[config.mk]
export PLATFORM = sky130hd
export DESIGN_NAME = crs_mul_unit
export DESIGN_NICKNAME = d
export VERILOG_FILES = /design/src/sv/crs_pkg.sv /design/src/sv/crs_mul_unit.sv
export SDC_FILE = /design/constraint.sdc
export NUM_CORES = 2
export LEC_CHECK = 0
export BUFFER_PORTS_ARGS = -buffer_cell sky130_fd_sc_hd__clkbuf_2
export CAP_MARGIN = 20
export CORE_AREA = 2 2 239 241
export DETAILED_ROUTE_END_ITERATION = 10
export DIE_AREA = 0 0 241 243
export SKIP_LAST_GASP = 1
export SYNTH_ARGS = -nofsm -noshare
export SYNTH_HDL_FRONTEND = slang
export SYNTH_SLANG_ARGS = --single-unit
[constraint.sdc]
create_clock -name clk_i -period 14.97 [get_ports clk_i]
set_input_delay 0.7485 -clock clk_i [delete_from_list [all_inputs] [get_ports clk_i]]
set_output_delay 0.7485 -clock clk_i [all_outputs]
set_load 0.02 [all_outputs]
[src/sv/crs_pkg.sv]
`timescale 1ns / 1ps

package crs_pkg;

  // Fixed payload formats
  localparam int unsigned COORD_BITS       = 32;
  localparam int unsigned POS_FRAC_BITS    = 16;
  localparam int unsigned POS_BITS         = POS_FRAC_BITS + 1;
  localparam int unsigned DEF_MAX_VERTICES = 64;

  // Shared multiplier operands: signed coefficient by unsigned fraction
  localparam int unsigned MUL_A_BITS = COORD_BITS + 5;
  localparam int unsigned MUL_B_BITS = POS_FRAC_BITS;
  localparam int unsigned MUL_P_BITS = MUL_A_BITS + MUL_B_BITS + 1;

  // Accumulator for the doubled cubic sum
  localparam int unsigned ACC_BITS = COORD_BITS + POS_FRAC_BITS + 7;

  typedef enum logic [1:0] {
    CMD_CLEAR  = 2'd0,
    CMD_APPEND = 2'd1,
    CMD_SAMPLE = 2'd2,
    CMD_NOP    = 2'd3
  } cmd_e;

  typedef enum logic [1:0] {
    STATUS_OK    = 2'd0,
    STATUS_EMPTY = 2'd1,
    STATUS_FULL  = 2'd2
  } status_e;

  typedef enum logic [2:0] {
    FSM_IDLE,
    FSM_SEG,
    FSM_WSQ,
    FSM_WCUBE,
    FSM_READ,
    FSM_AXIS,
    FSM_PUSH
  } fsm_e;

  typedef struct packed {
    logic signed [COORD_BITS-1:0] x;
    logic signed [COORD_BITS-1:0] y;
    logic signed [COORD_BITS-1:0] z;
  } vertex_t;

  typedef struct packed {
    cmd_e                         cmd;
    logic signed [COORD_BITS-1:0] coord_x;
    logic signed [COORD_BITS-1:0] coord_y;
    logic signed [COORD_BITS-1:0] coord_z;
    logic [POS_BITS-1:0]          sample_position;
  } crs_req_t;

  typedef struct packed {
    logic signed [COORD_BITS-1:0] out_x;
    logic signed [COORD_BITS-1:0] out_y;
    logic signed [COORD_BITS-1:0] out_z;
    status_e                      status;
  } crs_rsp_t;

endpackage

[src/sv/crs_mul_unit.sv]
`timescale 1ns / 1ps

module crs_mul_unit (
  input  logic                                    clk_i,
  input  logic                                    en_i,
  input  logic signed [crs_pkg::MUL_A_BITS-1:0]   a_i,
  input  logic [crs_pkg::MUL_B_BITS-1:0]          b_i,
  output logic signed [crs_pkg::MUL_P_BITS-1:0]   prod_o
);
  import crs_pkg::*;

  logic signed [MUL_P_BITS-1:0] prod_d;
  logic signed [MUL_P_BITS-1:0] prod_q;

  // Signed coefficient times unsigned fraction
  assign prod_d = a_i * $signed({1'b0, b_i});

  // Hold the product until the next issue
  always_ff @(posedge clk_i) begin
    if (en_i) begin
      prod_q <= prod_d;
    end
  end

  assign prod_o = prod_q;

endmodule

==> impl_metrics.ini <==
[critical_path]
slowest_stage = clkbuf_2
worst_ep_arrival_time_ns = 7.79
start_kind = input port
crit_path_max_incr_delay_ns = 0.84
crit_path_end_kind = register
critPathRequiredTime_ns = 15.06
path_class = in2reg
crit_fanout = 37
crit_chain = clkbuf_2 > nand2_1 > fa_1 > fa_1 > fa_1 > inv_1 > fa_1 > fa_1 > inv_1 > fa_1 > inv_1 > ha_1 > a21oi_1 > nand2_1 > a211o_1 > a21o_1 > a31oi_2 > o211a_1 > o21a_1 > o211ai_1 > a21oi_1 > xnor2_1
crit_top_cell = fa_1

[grt]
grt_pass1_vias = 17871
overflow = 0
grt_max_degree = 55
antenna_found_initial = 3
grt.total_usage_pct = 21.6
grt_first_pass_wirelength_mm = 96.9

[route]
vias = 15900
drtPass1Iterations = 5
totalWireLength_mm = 58.1
drt_iter0_drc = 872
drcViolationCount = 0
vias_per_cell = 4.95
avgRoutedWirePerCell_um = 18.1
ant_nets = 0

[logic_synthesis]
syn_nets = 3177
syn_inst = 2436
ys_seq_elements = 54
synth_edf_count = 54
synth.distinct_cells = 43
synth_flop_cell = edfxtp_1
yosys_warnings = 0
avgSynthCellArea_um2 = 9.10
ys_async_sr_fraction_pct = 0
syn_area_um2 = 22200
synth-seq-area-share_pct = 7.32

[clock_tree]
cts_max_level = 2
cts-hold-fix-buffers = 0
cts-root-buf = clkbuf_16
clk_pin_slew_ns = 0.08
cts_setup_buffers = 0
clock_path_buffers = 2
cts.repair.resized = 0
cts_tree = done
clkSinkCount = 54
cts_buffers = 5

[sta]
post-route-period-util_pct = 51.4
finalHoldViolations = 0
final-setup-viol-count = 0
rsz0062_at_grt = false
tightest_slew_ns = 1.17
final_max_slew_viol_count = 0
finalCriticalPeriod_ns = 7.70
tns_ns = 0
fmax_ghz = 0.130
slew_headroom_pct = 22.2

[final_layout]
syn2layout_area_growth_pct = 5.91
drive_gt1_share_pct = 5.51
layout_commonest_cell = inv_1
most-common-layout-cells = 685 x inv_1, 559 x fa_1, 400 x nand2_1, 222 x and2_1, 127 x ha_1
final_nets = 3192
fill_cells = 5608
largest_reg_flops = 54

[run_status]
status = complete, no violations

[hold_path]
worst_hold_path_type = in2reg
min_to = prod_o[0]$_DFFE_PP_
min-delay-start = a_i[0]
holdPathStages = 2

[die]
die_area_um2 = 58600
die_w_um = 241
initial_utilization_pct = 39.6
fp.coreArea_um2 = 56000
rows = 87
io_pins = 109
die_h_um = 243

[placement]
hpwl_mm = 45.2
port_buffers = 108
gp_congestion = 0.932

[job]
maxCapViolations = 0
[routing by layer]
metal	GRT usage, %	wire (um)
met3	2.64	3330
met1	28.6	24200
met2	37.0	29000
met5	0	37
met4	6.08	1540
[synthesized netlist by cell type, types with 4 or more instances]
library cell | number | share of area (%)
inv_1 | 685 | 12
fa_1 | 559 | 50
nand2_1 | 400 | 6.8
and2_1 | 222 | 6.3
ha_1 | 127 | 7.2
clkbuf_1 | 104 | 1.8
a21oi_1 | 56 | 1.3
edfxtp_1 | 54 | 7.3
xnor2_1 | 39 | 1.5
a21o_1 | 30 | 1.0
nor2_1 | 20 | 0.34
o21ai_0 | 16 | 0.36
xor2_1 | 16 | 0.63
nand4_1 | 12 | 0.34
o21bai_1 | 12 | 0.41
nand3_1 | 10 | 0.23
o21ai_1 | 8 | 0.18
nand2b_1 | 7 | 0.20
nor2b_1 | 7 | 0.20
buf_2 | 6 | 0.14
o21a_1 | 6 | 0.20
a31oi_1 | 4 | 0.11
and3_1 | 4 | 0.11
[kinds of logic (layout without fill, tap and decap cells)]
logic type      Yosys count  count (layout)  synth area share [%]
flops                    54              54                  7.32
buf+inv                 795             811                  13.5
compound gates          155             155                  4.57
other cells               0               1                     0
fa+ha+maj               686             686                  57.7
xor+xnor                 55              55                  2.17
simple gates            691             691                  14.8
[worst max path at each step]
| stage | startpoint | end | cells after the start |
|---|---|---|---|
| after CTS | b_i[4] | prod_o[50]$_DFFE_PP_ | 22 |
| after detailed placement | b_i[4] | prod_o[52]$_DFFE_PP_ | 22 |
| after global placement | b_i[4] | prod_o[53]$_DFFE_PP_ | 22 |
| after global routing | b_i[4] | prod_o[38]$_DFFE_PP_ | 22 |
| after floorplan | b_i[2] | prod_o[49]$_DFFE_PP_ | 23 |
| final | b_i[4] | prod_o[53]$_DFFE_PP_ | 22 |
[final cells by class]
class	count	area [um2]	area share [%]
Multi-Input combinational cell	1587	17600	74.8
Clock inverter	2	37.5	0.160
Clock buffer	6	129	0.549
Tap cell	756	946	4.03
Timing Repair Buffer	118	616	2.62
Sequential cell	54	1620	6.91
Antenna cell	1	2.50	0.0107
Inverter	685	2570	11.0
[worst max-delay path: cells and delay by family]
kind | cells | cell delay (ns)
fa+ha+maj | 7 | 3.40
compound gates | 8 | 2.25
buf+inv | 4 | 1.00
simple gates | 2 | 0.23
xor+xnor | 1 | 0.12
[per-stage QoR]
stage | worst slack [ns] | cell area [um2] | util (%) | std cells | hold WS, ns
floorplan | 8.12 | 22200 | - | 2436 | 0.861
global placement | 7.07 | 23300 | 41.7 | 3200 | 1.20
detailed placement | 6.95 | 23300 | 41.7 | 3200 | 1.20
CTS | 7.32 | 23500 | 41.9 | 3208 | 0.994
global route | 7.00 | 23500 | 41.9 | 3208 | 0.997
finish | 7.27 | 23500 | 42.0 | 3209 | 1.00
Power is not shown: default switching activity piles up to over one toggle a cycle in this logic, so the estimate is an artifact.
